### src/hdl/dhfk_pkg.sv
package dhfk_pkg;

    localparam int MAX_LINKS = 7;
    localparam int FIFO_DEPTH = 2;

    localparam logic [2:0] REG_LINK_COUNT = 3'd0;

    localparam logic signed [33:0] PI_Q28 = 34'sd843314857;
    localparam logic signed [33:0] TWO_PI_Q28 = 34'sd1686629713;
    localparam logic signed [33:0] HALF_PI_Q28 = 34'sd421657428;
    localparam logic signed [33:0] OCT1_Q28 = 34'sd210828714;
    localparam logic signed [33:0] OCT3_Q28 = 34'sd632486142;

    localparam logic signed [31:0] Q30_ONE = 32'sd1073741824;
    localparam logic signed [31:0] INV3F = 32'sd178956971;
    localparam logic signed [31:0] INV5F = 32'sd8947849;
    localparam logic signed [31:0] INV7F = 32'sd213044;
    localparam logic signed [31:0] INV2F = 32'sd536870912;
    localparam logic signed [31:0] INV4F = 32'sd44739243;
    localparam logic signed [31:0] INV6F = 32'sd1491308;
    localparam logic signed [31:0] INV8F = 32'sd26631;
    localparam logic signed [31:0] POSE_ONE = 32'sd65536;

    typedef struct packed {
        logic signed [15:0] twist;
        logic signed [15:0] length;
        logic signed [15:0] offset;
        logic signed [16:0] angle;
        logic               last;
    } link_item_t;

    typedef enum logic [3:0] {
        ST_IDLE,
        ST_WRAP,
        ST_FOLD,
        ST_POLY,
        ST_BUILD,
        ST_UPDATE,
        ST_COMMIT
    } back_state_t;

    typedef enum logic [1:0] {
        QD_ZERO,
        QD_POS1,
        QD_NEG1,
        QD_HALF
    } quad_t;

    function automatic logic signed [63:0] round_shift(input logic signed [63:0] v,
                                                        input int s);
        logic signed [63:0] half;
        half = 64'sd1 <<< (s - 1);
        return (v + half) >>> s;
    endfunction

    function automatic logic signed [31:0] sat32(input logic signed [63:0] v);
        if (v > 64'sd2147483647)
            return 32'sh7fffffff;
        else if (v < -64'sd2147483648)
            return 32'sh80000000;
        else
            return v[31:0];
    endfunction

endpackage

### src/hdl/dhfk_fifo.sv
module dhfk_fifo
(
    input  logic                 clk,
    input  logic                 rst_n,
    input  logic                 wr_en,
    input  dhfk_pkg::link_item_t wr_data,
    output logic                 full,
    input  logic                 rd_en,
    output logic                 rd_valid,
    output dhfk_pkg::link_item_t rd_data
);

    dhfk_pkg::link_item_t mem [0:dhfk_pkg::FIFO_DEPTH-1];
    logic [$clog2(dhfk_pkg::FIFO_DEPTH)-1:0] wr_ptr_reg;
    logic [$clog2(dhfk_pkg::FIFO_DEPTH)-1:0] rd_ptr_reg;
    logic [$clog2(dhfk_pkg::FIFO_DEPTH):0]   count_reg;
    logic [$clog2(dhfk_pkg::FIFO_DEPTH):0]   count_next;

    assign full = (count_reg == ($clog2(dhfk_pkg::FIFO_DEPTH)+1)'(dhfk_pkg::FIFO_DEPTH));
    assign rd_valid = (count_reg != '0);
    assign rd_data = mem[rd_ptr_reg];

    always_comb
    begin
        count_next = count_reg;
        if (wr_en && !rd_en)
            count_next = count_reg + 1'b1;
        else if (!wr_en && rd_en)
            count_next = count_reg - 1'b1;
    end

    always_ff @(posedge clk)
    begin
        if (wr_en)
            mem[wr_ptr_reg] <= wr_data;
    end

    always_ff @(posedge clk or negedge rst_n)
    begin
        if (!rst_n)
        begin
            wr_ptr_reg <= '0;
            rd_ptr_reg <= '0;
            count_reg <= '0;
        end
        else
        begin
            if (wr_en)
                wr_ptr_reg <= wr_ptr_reg + 1'b1;
            if (rd_en)
                rd_ptr_reg <= rd_ptr_reg + 1'b1;
            count_reg <= count_next;
        end
    end

endmodule

### config.mk
export PLATFORM = sky130hd
export DESIGN_NAME = dhfk_fifo
export DESIGN_NICKNAME = d
export VERILOG_FILES = /design/src/hdl/dhfk_pkg.sv /design/src/hdl/dhfk_fifo.sv
export SDC_FILE = /design/constraint.sdc
export NUM_CORES = 1
export LEC_CHECK = 0
export ABC_AREA = 0
export BUFFER_PORTS_ARGS = -buffer_cell sky130_fd_sc_hd__buf_2
export CAP_MARGIN = 40
export CORE_UTILIZATION = 40
export DETAILED_ROUTE_END_ITERATION = 10
export SETUP_SLACK_MARGIN = 0.15
export SYNTH_ARGS = -nofsm -noshare
export SYNTH_HDL_FRONTEND = slang
export SYNTH_SLANG_ARGS = --single-unit
### constraint.sdc
create_clock -name clk -period 11.4 [get_ports clk]
set_clock_uncertainty 0.05 [all_clocks]
set_input_delay 1.14 -clock clk [delete_from_list [all_inputs] [get_ports clk]]
set_output_delay 1.14 -clock clk [all_outputs]
set_load 0.02 [all_outputs]
== After elaboration in Yosys (flattened, before gate mapping) ==
Memories as Yosys holds them, arrays and structs flattened.
Index checks and enable logic that the tools add are counted.

* Add/sub/neg operators: 4
* Eq/ne operators: 1
* Mux-type cells: 4
* Reduce and logical (&&, ||, !) cells: 6

{| class="wikitable"
|+ Operators with widths
! kind !! number
|-
| $mux W2 || 2
|-
| $reduce_bool A2 Y1 || 2
|-
| $add A1 B1 Y1 const B || 2
|-
| $add A2 B1 Y2 const B || 1
|-
| $eq A2 B2 Y1 const B || 1
|-
| $logic_and A1 B1 Y1 || 2
|-
| $logic_not A1 Y1 || 2
|-
| $mux W1 || 2
|-
| $sub A2 B1 Y2 const B || 1
|}

* Register bits: 4
* RAM bits: 132
* Input port bits: 70
* Logic and storage cells: 19
* Memories kept: 1

{| class="wikitable"
|+ Memory list
! memory !! depth !! width !! read ports !! clocked after Yosys merged registers in !! write ports !! RTL line !! RTL
|-
| mem || 2 || 66 || 1 || 0 || 1 || dhfk_fifo.sv:13 || <nowiki>dhfk_pkg::link_item_t mem [0:dhfk_pkg::FIFO_DEPTH-1];</nowiki>
|}

== Longest topological paths before layout ==
* Depth in word-level cells: 4
* Depth in mapped cells: 5

== Worst setup path after synthesis ==
No wires, ideal clock.

* Path type: input-to-reg
* Start point: input port wr_en
* End point: memory mem[0][0] (netlist bit), enable pin
* Setup time: 0.498 ns
* Data arrival time: 4.040 ns
* Data required time: 10.852 ns
* Slack: 6.812 ns
* Stages on the path: 1
* Path buffers: 0
* Path through: nor2b_1

* Longest elaborated chain between the ends: 2

{| class="wikitable"
|+ RTL lines
! item !! RTL line !! RTL
|-
| start: declaration || dhfk_fifo.sv:5 || <nowiki>input logic wr_en,</nowiki>
|-
| $mux W1 || dhfk_fifo.sv:34 || <nowiki>if (wr_en)</nowiki>
|-
| $mux W1 (implied by the code) || dhfk_fifo.sv:35 || <nowiki>mem[wr_ptr_reg] <= wr_data;</nowiki>
|-
| end: declaration || dhfk_fifo.sv:13 ||
|}

No other way between the ends.

==> impl_results.rst <==
.. list-table::
   :header-rows: 1

   * - Metric
     - Value
   * - Status
     - finished clean
   * - Final hold violation count
     - 0
   * - Worst setup SP type
     - register
   * - First-pass DRT Iterations
     - 4
   * - HP Class
     - register to register
   * - Register bit total from synthesis
     - roughly 140
   * - Cell types with the largest area share after synthesis
     - sky130_fd_sc_hd__edfxtp_1, sky130_fd_sc_hd__mux2_4, sky130_fd_sc_hd__mux2_2
   * - Post-synth top cells
     - sky130_fd_sc_hd__edfxtp_1, sky130_fd_sc_hd__mux2_2, sky130_fd_sc_hd__mux2_4
   * - Overall die width
     - between 100 and 150 um
   * - Global-route track usage on met3
     - between 6 and 7%
   * - Areal power density over the cells
     - about 270 nW/um2
   * - CTS tree
     - yes
   * - Endpoint kind of the worst setup timing path
     - output port
   * - Share of the yosys chip area belonging to registers
     - between 80% and 90%
   * - Slew Limit Headroom
     - between 60% and 70%
   * - Final cycle utilization of the critical path
     - 28.5%
   * - RSZ-0062 raised after global routing
     - no
   * - Synth Area per Inst
     - about 23 um2
   * - Clk Latency, worst-skew pair
     - 410 ps
   * - Transition at the pin with the smallest max-transition slack
     - about 570 ps
   * - Overall track demand over capacity in global routing
     - ~14%
   * - Placeable core area
     - approximately 12000 um2
   * - Library cells used by synthesis
     - 15
   * - Most frequent cell after synthesis
     - sky130_fd_sc_hd__edfxtp_1
   * - Weighted congestion at the end of routability-driven global placement
     - 0.673
   * - Global Route met1 Usage
     - 14.6%
   * - Number of antenna violations at the first check in global routing
     - 0
   * - Number of global-route vias before repair
     - 2641
   * - Number of synthesized flops with an enable pin
     - 132
   * - Post-Synthesis Cell Area
     - 5060 um2
   * - Crit path DAT
     - 2060 ps
   * - Post-synth top flop
     - sky130_fd_sc_hd__edfxtp_1
   * - Setup Viol. Count Final
     - 0
   * - Post-cts repair resize count
     - 0
   * - Final worst path period need
     - 3250 ps
   * - Post-synthesis cell count
     - between 200 and 250
   * - Critical path type
     - register to output port
   * - Number of buffers inserted during clock tree synthesis
     - 17
   * - CTS root buf
     - sky130_fd_sc_hd__clkbuf_16
   * - # Post-CTS Setup Buffers
     - 0
   * - Count of filler cells inserted in the layout
     - 1013
   * - Worst-case vdd ir drop
     - approximately 0.13 mV
   * - Most used routing layer
     - met2
   * - Global-route wire length before repair
     - 13.0 mm
   * - Required time of the worst setup path
     - 10210 ps
   * - Tightest hold margin
     - roughly 440 ps
   * - Yosys top cell by area
     - sky130_fd_sc_hd__edfxtp_1
   * - Global-route congestion overflow total
     - 0
   * - Iteration-0 DRC count of the detailed router
     - about 120
   * - Deepest clock path buffer count
     - 2
   * - Vias per cell
     - 4.57
   * - Clock H-tree levels
     - 4
   * - Count of standard-cell rows
     - 40
   * - Flip-flop count of the largest register after layout
     - around 130
   * - Average wire per cell in the routed design
     - approximately 15 um
   * - Remaining routing DRC violations
     - 0
   * - Overall power of the completed layout
     - about 1800 uW
   * - Total die area
     - approximately 13000 um2
   * - Max-capacitance violation count
     - 0
   * - Worst Setup Slack post-DPL
     - about 8500 ps
   * - Layout overhead on the synthesized area
     - 30.1%
   * - Leakage power
     - 0.00259 uW
   * - Maximum clock frequency
     - 0.307 GHz
   * - Number of warnings reported in the yosys synthesis log
     - 0
   * - Total routed wirelength
     - ~8.4 mm
   * - # clock sinks
     - 136
   * - Fraction of layout cells with a size suffix above 1
     - between 60% and 70%
   * - Buffers added on ports
     - roughly 140
   * - Slew Limit Fails
     - 0
   * - Post-cts hold buffer count
     - 0
   * - Half-perimeter wire length after placement
     - 5.45 mm
   * - Post-synthesis net count
     - approximately 290
   * - Area share of the largest cell type after synthesis
     - 78.3%
   * - Pin count of the biggest net entering global routing
     - 45
   * - Boundary pin count
     - roughly 140
   * - Chip Height
     - between 100 and 150 um
   * - Routed via count
     - 2532
   * - N_diodes
     - 0
   * - GR Layer Usage met2
     - a little under a quarter
   * - Worst-case setup margin in the final layout
     - about 8100 ps
   * - Async SR Flop Fraction
     - a little under 3%
   * - Total negative slack for setup checks
     - 0 ps
   * - Top fanout value on the critical path
     - 35
   * - Nets@finish
     - 445
   * - Starting Density
     - a little over two fifths
   * - Number of nets with antenna violations after detailed routing
     - 0
   * - Clock slew at the register clock pins of the worst setup and hold paths
     - ~50 ps
-- metrics by stage --
| step | instances | instance area (um2) | utilization, % |
|---|---|---|---|
| 6_report | 554 | 6590 | 54.2 |
| 2_1_floorplan | 221 | 5060 | - |
| 3_3_place_gp | 520 | 5930 | 48.7 |
| 4_1_cts | 554 | 6590 | 54.2 |
| 5_1_grt | 554 | 6590 | 54.2 |
| 3_5_place_dp | 523 | 6000 | 49.3 |
-- routing by layer --
| layer | vias to the layer above | part of all wire [%] | routed length [um] |
|---|---|---|---|
| li1 | 1181 | - | - |
| met1 | 1235 | 40 | 3380 |
| met2 | 101 | 49 | 4160 |
| met3 | 15 | 8.7 | 734 |
| met4 | 0 | 2.0 | 168 |
| met5 | - | 0 | 0 |
-- worst paths after layout --
kind	start	end	slack (ps)	cells past startpoint
setup / recovery	rd_ptr_reg	rd_data[64]	8150	3
hold / removal	count_reg[1]	count_reg[1]	440	1
setup reg to reg	wr_ptr_reg	mem[0][48]	9840	3
hold reg to reg	count_reg[1]	count_reg[1]	440	1
max in group asynchronous	rst_n	rd_ptr_reg	10680	1
min in group asynchronous	rst_n	count_reg[1]	480	1
-- critical path: stages (launching register included) --
cell,delay [ps]
sky130_fd_sc_hd__dfrtp_4,790
sky130_fd_sc_hd__buf_12,320
sky130_fd_sc_hd__mux2_2,380
sky130_fd_sc_hd__buf_2,160
-- cells in the final DEF, fill, tap and decap left out --
cell / instances
sky130_fd_sc_hd__edfxtp_1: 132
sky130_fd_sc_hd__nor2_1: 1
sky130_fd_sc_hd__bufinv_16: 4
sky130_fd_sc_hd__buf_2: 137
sky130_fd_sc_hd__buf_12: 1
sky130_fd_sc_hd__clkinv_1: 4
sky130_fd_sc_hd__clkinvlp_4: 1
sky130_fd_sc_hd__dfrtp_4: 1
sky130_fd_sc_hd__and2_4: 1
sky130_fd_sc_hd__dfrtp_1: 3
sky130_fd_sc_hd__inv_1: 1
sky130_fd_sc_hd__xnor2_1: 1
sky130_fd_sc_hd__buf_4: 1
sky130_fd_sc_hd__mux2_2: 36
sky130_fd_sc_hd__clkinv_2: 3
sky130_fd_sc_hd__xor2_1: 4
sky130_fd_sc_hd__or2_2: 1
sky130_fd_sc_hd__nor2b_4: 1
sky130_fd_sc_hd__ha_1: 1
sky130_fd_sc_hd__nor2b_1: 1
sky130_fd_sc_hd__clkbuf_1: 2
sky130_fd_sc_hd__mux2_4: 30
sky130_fd_sc_hd__buf_16: 2
sky130_fd_sc_hd__clkbuf_16: 17
-- area by class of cell --
| cell class | instances | area (um2) | area share [%] |
|---|---|---|---|
| Multi-Input combinational cell | 77 | 951 | 14.4 |
| Tap cell | 168 | 210 | 3.19 |
| Clock buffer | 19 | 433 | 6.57 |
| Timing Repair Buffer | 141 | 768 | 11.7 |
| Clock inverter | 12 | 158 | 2.39 |
| Sequential cell | 136 | 4070 | 61.7 |
| Inverter | 1 | 3.75 | 0.0569 |
-- power by group --
part	switching [uW]	leakage [uW]	internal (uW)
combinational	285	0.00102	236
sequential	53.5	0.00128	665
clock	182	0.000287	360
-- cell families after synthesis --
logic type    after synthesis  synth area share (%)
xor+xnor                    5                 0.865
fa+ha+maj                   1                 0.247
buf+inv                     8                  1.19
flops                     136                  80.2
mux                        66                  16.9
simple gates                5                 0.568
Power figures use the tool's default switching activity.
