<file path="src/hdl/dhfk_pkg.sv">
package dhfk_pkg;

    localparam int MAX_LINKS = 7;
    localparam int FIFO_DEPTH = 2;

    localparam logic [2:0] REG_LINK_COUNT = 3'd0;

    localparam logic signed [33:0] PI_Q28 = 34'sd843314857;
    localparam logic signed [33:0] TWO_PI_Q28 = 34'sd1686629713;
    localparam logic signed [33:0] HALF_PI_Q28 = 34'sd421657428;
    localparam logic signed [33:0] OCT1_Q28 = 34'sd210828714;
    localparam logic signed [33:0] OCT3_Q28 = 34'sd632486142;

    localparam logic signed [31:0] Q30_ONE = 32'sd1073741824;
    localparam logic signed [31:0] INV3F = 32'sd178956971;
    localparam logic signed [31:0] INV5F = 32'sd8947849;
    localparam logic signed [31:0] INV7F = 32'sd213044;
    localparam logic signed [31:0] INV2F = 32'sd536870912;
    localparam logic signed [31:0] INV4F = 32'sd44739243;
    localparam logic signed [31:0] INV6F = 32'sd1491308;
    localparam logic signed [31:0] INV8F = 32'sd26631;
    localparam logic signed [31:0] POSE_ONE = 32'sd65536;

    typedef struct packed {
        logic signed [15:0] twist;
        logic signed [15:0] length;
        logic signed [15:0] offset;
        logic signed [16:0] angle;
        logic               last;
    } link_item_t;

    typedef enum logic [3:0] {
        ST_IDLE,
        ST_WRAP,
        ST_FOLD,
        ST_POLY,
        ST_BUILD,
        ST_UPDATE,
        ST_COMMIT
    } back_state_t;

    typedef enum logic [1:0] {
        QD_ZERO,
        QD_POS1,
        QD_NEG1,
        QD_HALF
    } quad_t;

    function automatic logic signed [63:0] round_shift(input logic signed [63:0] v,
                                                        input int s);
        logic signed [63:0] half;
        half = 64'sd1 <<< (s - 1);
        return (v + half) >>> s;
    endfunction

    function automatic logic signed [31:0] sat32(input logic signed [63:0] v);
        if (v > 64'sd2147483647)
            return 32'sh7fffffff;
        else if (v < -64'sd2147483648)
            return 32'sh80000000;
        else
            return v[31:0];
    endfunction

endpackage

</file>
<file path="src/hdl/dhfk_front.sv">
module dhfk_front
(
    input  logic                 clk,
    input  logic                 rst_n,
    input  logic                 push,
    input  logic signed [15:0]   joint_angle,
    input  logic                 cfg_valid,
    input  logic [2:0]           cfg_index,
    input  logic [63:0]          cfg_data,
    input  logic                 q_full,
    output logic                 q_wr,
    output dhfk_pkg::link_item_t q_data
);

    logic [2:0]  link_count_reg;
    logic [63:0] link_params_reg [0:dhfk_pkg::MAX_LINKS-1];
    logic [2:0]  link_index_reg;
    logic [2:0]  count_eff;
    logic [63:0] prm;
    logic        is_last;

    assign q_wr = push && !q_full;
    assign count_eff = (link_count_reg == 3'd0) ? 3'd1 : link_count_reg;
    assign prm = link_params_reg[link_index_reg];
    assign is_last = ({1'b0, link_index_reg} + 4'd1) >= {1'b0, count_eff};

    always_comb
    begin
        q_data.twist = prm[15:0];
        q_data.length = prm[31:16];
        q_data.offset = prm[47:32];
        q_data.angle = {joint_angle[15], joint_angle} + {prm[63], prm[63:48]};
        q_data.last = is_last;
    end

    always_ff @(posedge clk or negedge rst_n)
    begin
        if (!rst_n)
        begin
            link_count_reg <= 3'd6;
            link_index_reg <= '0;
            for (int i = 0; i < dhfk_pkg::MAX_LINKS; i++)
                link_params_reg[i] <= '0;
        end
        else
        begin
            if (cfg_valid)
            begin
                if (cfg_index == dhfk_pkg::REG_LINK_COUNT)
                    link_count_reg <= cfg_data[2:0];
                else
                    link_params_reg[cfg_index - 3'd1] <= cfg_data;
            end
            if (q_wr)
                link_index_reg <= is_last ? 3'd0 : link_index_reg + 3'd1;
        end
    end

endmodule

</file>
<file path="config.mk">
export PLATFORM = sky130hd
export DESIGN_NAME = dhfk_front
export DESIGN_NICKNAME = d
export VERILOG_FILES = /design/src/hdl/dhfk_pkg.sv /design/src/hdl/dhfk_front.sv
export SDC_FILE = /design/constraint.sdc
export NUM_CORES = 1
export LEC_CHECK = 0
export ABC_AREA = 0
export BUFFER_PORTS_ARGS = -buffer_cell sky130_fd_sc_hd__buf_2
export CAP_MARGIN = 10
export CORE_MARGIN = 5
export CORE_UTILIZATION = 56
export DETAILED_ROUTE_END_ITERATION = 8
export GPL_TIMING_DRIVEN = 1
export PLACE_DENSITY = 0.78
export SYNTH_ARGS = -nofsm -noshare
export SYNTH_HDL_FRONTEND = slang
export SYNTH_SLANG_ARGS = --single-unit
</file>
<file path="constraint.sdc">
create_clock -name clk -period 7.04 [get_ports clk]
set_clock_uncertainty 0.2 [all_clocks]
set_input_delay 1.408 -clock clk [delete_from_list [all_inputs] [get_ports clk]]
set_output_delay 1.408 -clock clk [all_outputs]
set_load 0.05 [all_outputs]
</file>
# ---- Word-level counts from Yosys, hierarchy flattened
# Index checks and enable logic that the tools add are counted.
dict set report totals {
  reg_bits 454
  latchBits 0
  ramBits 0
  romBits 0
  in_bits 88
  out_inout_bits 67
  wordCells 35
  n_memories 0
}
dict set report classes {
  n_addsub 4
  n_mul 0
  div_mod_pow 0
  magnitude_cmp 4
  n_eq_ne 0
  shifts 0
  muxes 8
  n_bitwise 3
  n_reduce_logical 7
}
# op n
set op_table {}
lappend op_table {{$bwmux 448} 1}
lappend op_table {{$bmux 64 s3} 1}
lappend op_table {{$demux 64 s3} 1}
lappend op_table {{$mux 64} 3}
lappend op_table {{$add 16x16->17} 1}
lappend op_table {{$ge 4x4->1 const B} 2}
lappend op_table {{$not 3->4} 2}
lappend op_table {{$logic_not 3->1} 2}
lappend op_table {{$mux 3} 2}
lappend op_table {{$add 3x1->4 const B} 1}
lappend op_table {{$ge 4x3->1} 1}
lappend op_table {{$lt 4x1->1 const B} 1}
lappend op_table {{$reduce_and 2->1} 2}
lappend op_table {{$add 3x1->3 const B} 1}
lappend op_table {{$sub 3x1->3 const B} 1}
lappend op_table {{$logic_and 1x1->1} 2}
lappend op_table {{$logic_not 1->1} 1}
lappend op_table {{$not 1->1} 1}

# ---- Longest topological paths before layout
dict set report logic_depth {
  depth_word 7
  depth_mapped 15
}

# ---- Worst setup path after synthesis
# No wires, ideal clock.
dict set report synth_timing {
  path_type {register -> output}
  startpoint {register link_index_reg[0]}
  endpoint {output q_data[14] (netlist name)}
  arrival_time_ns 4.502
  required_ns 5.432
  slack_ns 0.930
  stages_incl_launch_ff 13
  cell_sequence {dfrtp_1 > buf_2 > buf_2 > buf_4 > mux4_2 > nor2_1 > a21oi_1 > ha_1 > and3_1 > o2bb2ai_1 > a21oi_1 > a31oi_1 > o311ai_0}
}
# item line_no
set synth_rtl {}
lappend synth_rtl {{start, declared} dhfk_front.sv:17} ;# logic [2:0] link_index_reg;
lappend synth_rtl {{start signal, assigned} dhfk_front.sv:55} ;# link_index_reg <= is_last ? 3'd0 : link_index_reg + 3'd1;
lappend synth_rtl {{end, declared} dhfk_front.sv:12} ;# output dhfk_pkg::link_item_t q_data

==> results.md <==
Critical path:
- The worst setup path is of the reg2out kind.
- The worst path required time is 5.43 ns.
- STA classifies the critical path endpoint as an output port.
- The worst endpoint data arrival time is 4.63 ns.
- The maximum fanout along the worst path is 32.
- The kind of start point of the critical path is a flip-flop.

Global route:
- The initial antenna violation count was 9.
- After global routing the overflow that remains totals 0.
- The number of global-route vias before repair is 13900.
- The global-route wire length before repair is 76.4 mm.
- The pin count of the biggest net entering global routing is 139.
- Global routing used 22.8% of the available tracks across all layers.

Place:
- Summed over all nets, the half-perimeter wirelength after detailed placement is 27.0 mm.
- The number of buffers added on ports is 154.
- The total placed cells including tap cells is 2126.
- Routability-driven placement finished with a final weighted congestion of 0.801.

Worst hold path:
- The min-delay analysis places its worst path in the category reg2reg.

Synth:
- The number of library cell types mapped by synthesis is 49.
- The share of synthesized area in the top cell type comes to 53.0%.
- Summing every instance area after synthesis gives 21400 µm².
- The post-synthesis average cell area is 13.8 µm².
- After synthesis, the cell types taking the most area are sky130_fd_sc_hd__dfrtp_1, sky130_fd_sc_hd__mux2_2, sky130_fd_sc_hd__mux4_2.
- The largest total area in the synthesized netlist belongs to sky130_fd_sc_hd__dfrtp_1.
- The cell count after synthesis came out at 1543.
- Summing the sequential cell areas from Yosys gives 53.2% of the chip area.
- Yosys mapped a number of flops with a built-in enable equal to 0.
- The flip-flop and latch count after synthesis is 454.
- Among all flip-flop cells after synthesis, the most frequent one is sky130_fd_sc_hd__dfrtp_1.
- The number of synthesis warnings is 0.
- For this run, asynchronously set or reset flops after synthesis account for 100%.
- The number of nets handed over by synthesis was 1654.

Finish:
- The register with the most flip-flops in the layout has 448 of them.
- The post-route non-filler standard cell count is 2214.
- The number of nets at the end of the flow is 1774.
- The leading cell type in the layout, fill and taps excluded is sky130_fd_sc_hd__dfrtp_1.
- Once layout is complete, the utilization of the core stands at 63.8%.
- The post-route netlist has 45.1% of its cells at a drive strength greater than 1.
- Leaving out fill and tap cells, the most frequent cells in the layout are sky130_fd_sc_hd__dfrtp_1, sky130_fd_sc_hd__mux2_2, sky130_fd_sc_hd__buf_2.
- From synthesis to final layout, the design area changed by 12.6%.
- The number of fillers in the final layout is 2868.

Die:
- The die span in x is 205 µm.
- The total core area is 37700 µm².
- The floorplan has 71 rows.
- For this configuration, the core starts out at a cell density of 56.7%.
- The die footprint is 42100 µm².
- The I/O pin count is 155.
- The die span in y is 205 µm.

STA:
- The achievable frequency is 160 MHz.
- The final period utilization is 88.7%.
- The tightest slew margin relative to the limit is 25.4%.
- Setup repair after global routing left no endpoint under its margin.
- The pin slew with the least headroom to its limit is 1.12 ns.
- The sum of negative setup slack is 0 ns.
- The number of failing hold endpoints at the final stage is 0.
- The final number of max-transition violations is 0.
- The clock period could shrink to 6.24 ns.
- The tightest hold path in the finished design has a slack of 0.287 ns.
- The number of failing setup endpoints in the final timing report is 0.

Clocking:
- The post-cts repair resize count is 0.
- The clock transition at the registers of the reported paths is 0.06 ns.
- Counting every sink on the clock net gives 454.
- The root buffer cell chosen for the clock tree is sky130_fd_sc_hd__clkbuf_16.
- In this run the number of H-tree levels came out at 2.
- Clock tree synthesis inserted a total of 46 buffers.
- Clock latency on the worst-skew pair, taken at its later pin, is 0.55 ns.
- The clock passes through at most 3 buffers.
- In this run the post-CTS setup repair buffer count came out at 0.
- The number of hold buffers added after cts is 0.
- TritonCTS built the clock tree.

Power and ir drop:
- The leakage power is 10.5 nW.
- The part of the total power dissipated in combinational logic is 45.5%.
- Sequential cells account for 32.8% of the total power.
- The switching fraction of total power is 41.4%.
- Summed over all nets, the switching power comes to 4.93 mW.
- The cell-internal power is 6.97 mW.
- The worst voltage drop across the vdd grid is 0.361 mV.
- For this design the ratio of total power to cell area is 495 nW/µm².
- The share of total power dissipated in the clock network is 21.7%.

Drt:
- The via count is 12800.
- The average vias per placed instance is 5.80.
- The number of violations reported at the end of detailed-routing iteration 0 is 677.
- The number of iterations in the first detailed-routing pass is 6.
- The routed wire length per instance is 21.1 µm.
- The total routed wirelength is 46.8 mm.
- The final antenna-violating net count is 0.
- In the routed design, unresolved DRC markers number 0.

Status:
- The flow ran to the end, and the final reports show no timing, DRC or antenna violations.

Run:
- Across the run, the number of max-cap violations was 0.
==> cell type report <==
class | count | area, µm² | area share, %
repair buffers | 171 | 958 | 3.99
diodes | 4 | 10.0 | 0.0416
multi-input cells | 978 | 9390 | 39.0
clock buffers | 69 | 1420 | 5.91
well taps | 511 | 639 | 2.66
inverters | 12 | 45.0 | 0.187
clock inverters | 15 | 206 | 0.859
flip-flops and latches | 454 | 11400 | 47.3
==> worst max-delay path, cell delays in order (launching register included) <==
cell and delay, ns:
sky130_fd_sc_hd__dfrtp_4 0.73, sky130_fd_sc_hd__nor2b_4 0.88, sky130_fd_sc_hd__a21oi_1 0.17, sky130_fd_sc_hd__a21oi_1 0.28
sky130_fd_sc_hd__ha_1 0.33, sky130_fd_sc_hd__and3_1 0.20, sky130_fd_sc_hd__a221oi_1 0.59, sky130_fd_sc_hd__o31a_1 0.32
sky130_fd_sc_hd__nor2_1 0.07, sky130_fd_sc_hd__nor3_1 0.19, sky130_fd_sc_hd__buf_2 0.30
==> metal layers <==
layer,up-vias,global-route usage (%),part of all wire (%)
li1,5846,-,-
met1,6692,31.2,44
met2,225,38.0,50
met3,72,4.46,4.9
met4,10,5.60,1.7
met5,-,0,0.16
==> power groups by stage <==
stage / clock (mW) / combinational, mW / sequential [mW]
after floorplan: 0 / 4.45 / 3.68
after global placement: 0 / 5.34 / 3.89
after detailed placement: 0 / 5.44 / 3.95
after CTS: 2.62 / 5.46 / 3.91
after global routing: 2.74 / 5.85 / 4.00
final: 2.58 / 5.42 / 3.90
==> per-stage QoR <==
| stage | total power, mW | cell area (µm²) | setup slack, ns |
|---|---|---|---|
| final | 11.9 | 24000 | 0.798 |
| after global routing | 12.6 | 24000 | 0.569 |
| after CTS | 12.0 | 24000 | 0.726 |
| after detailed placement | 9.38 | 22400 | 1.33 |
| after global placement | 9.22 | 22400 | 1.36 |
| after floorplan | 8.13 | 21400 | 0.930 |
==> logic make-up after synthesis <==
family | share of synthesized area (%)
multiplexers | 33.6
flip-flops | 53.2
AND/OR/NAND/NOR | 3.69
AO/OA/AOI/OAI | 4.63
buffers and inverters | 3.01
adder cells (fa/ha/maj) | 1.38
XOR/XNOR | 0.451
==> synthesized netlist by cell type (all sizes together), types with 2 or more instances <==
| master | count |
|---|---|
| nand3 | 6 |
| nand4 | 2 |
| o21ai | 4 |
| xor2 | 6 |
| xnor2 | 5 |
| mux2i | 66 |
| nor2b | 4 |
| mux2 | 451 |
| o211ai | 3 |
| or3 | 2 |
| inv | 12 |
| dfstp | 2 |
| and3 | 3 |
| o22ai | 3 |
| mux4 | 64 |
| buf | 76 |
| dfrtp | 452 |
| nor3 | 5 |
| ha | 22 |
| o21bai | 4 |
| a21o | 7 |
| a221oi | 2 |
| a21oi | 148 |
| nor3b | 2 |
| nand2 | 16 |
| nor2 | 138 |
| clkbuf | 23 |
==> path summary, 6_finish.rpt <==
check / startpoint / endpoint / slack [ns] / cells after the start
worst max register to register: link_index_reg[0] / link_index_reg[2] / 3.33 / 9
worst min register to register: link_params_reg[8] / link_params_reg[8] / 0.29 / 1
min in group asynchronous: rst_n / link_params_reg[169] / 0.79 / 1
worst max-delay path: link_index_reg[0] / q_data[15] / 0.80 / 10
worst min-delay path: link_params_reg[8] / link_params_reg[8] / 0.29 / 1
max in group asynchronous: rst_n / link_params_reg[345] / 4.49 / 2
Power figures use the tool's default switching activity.
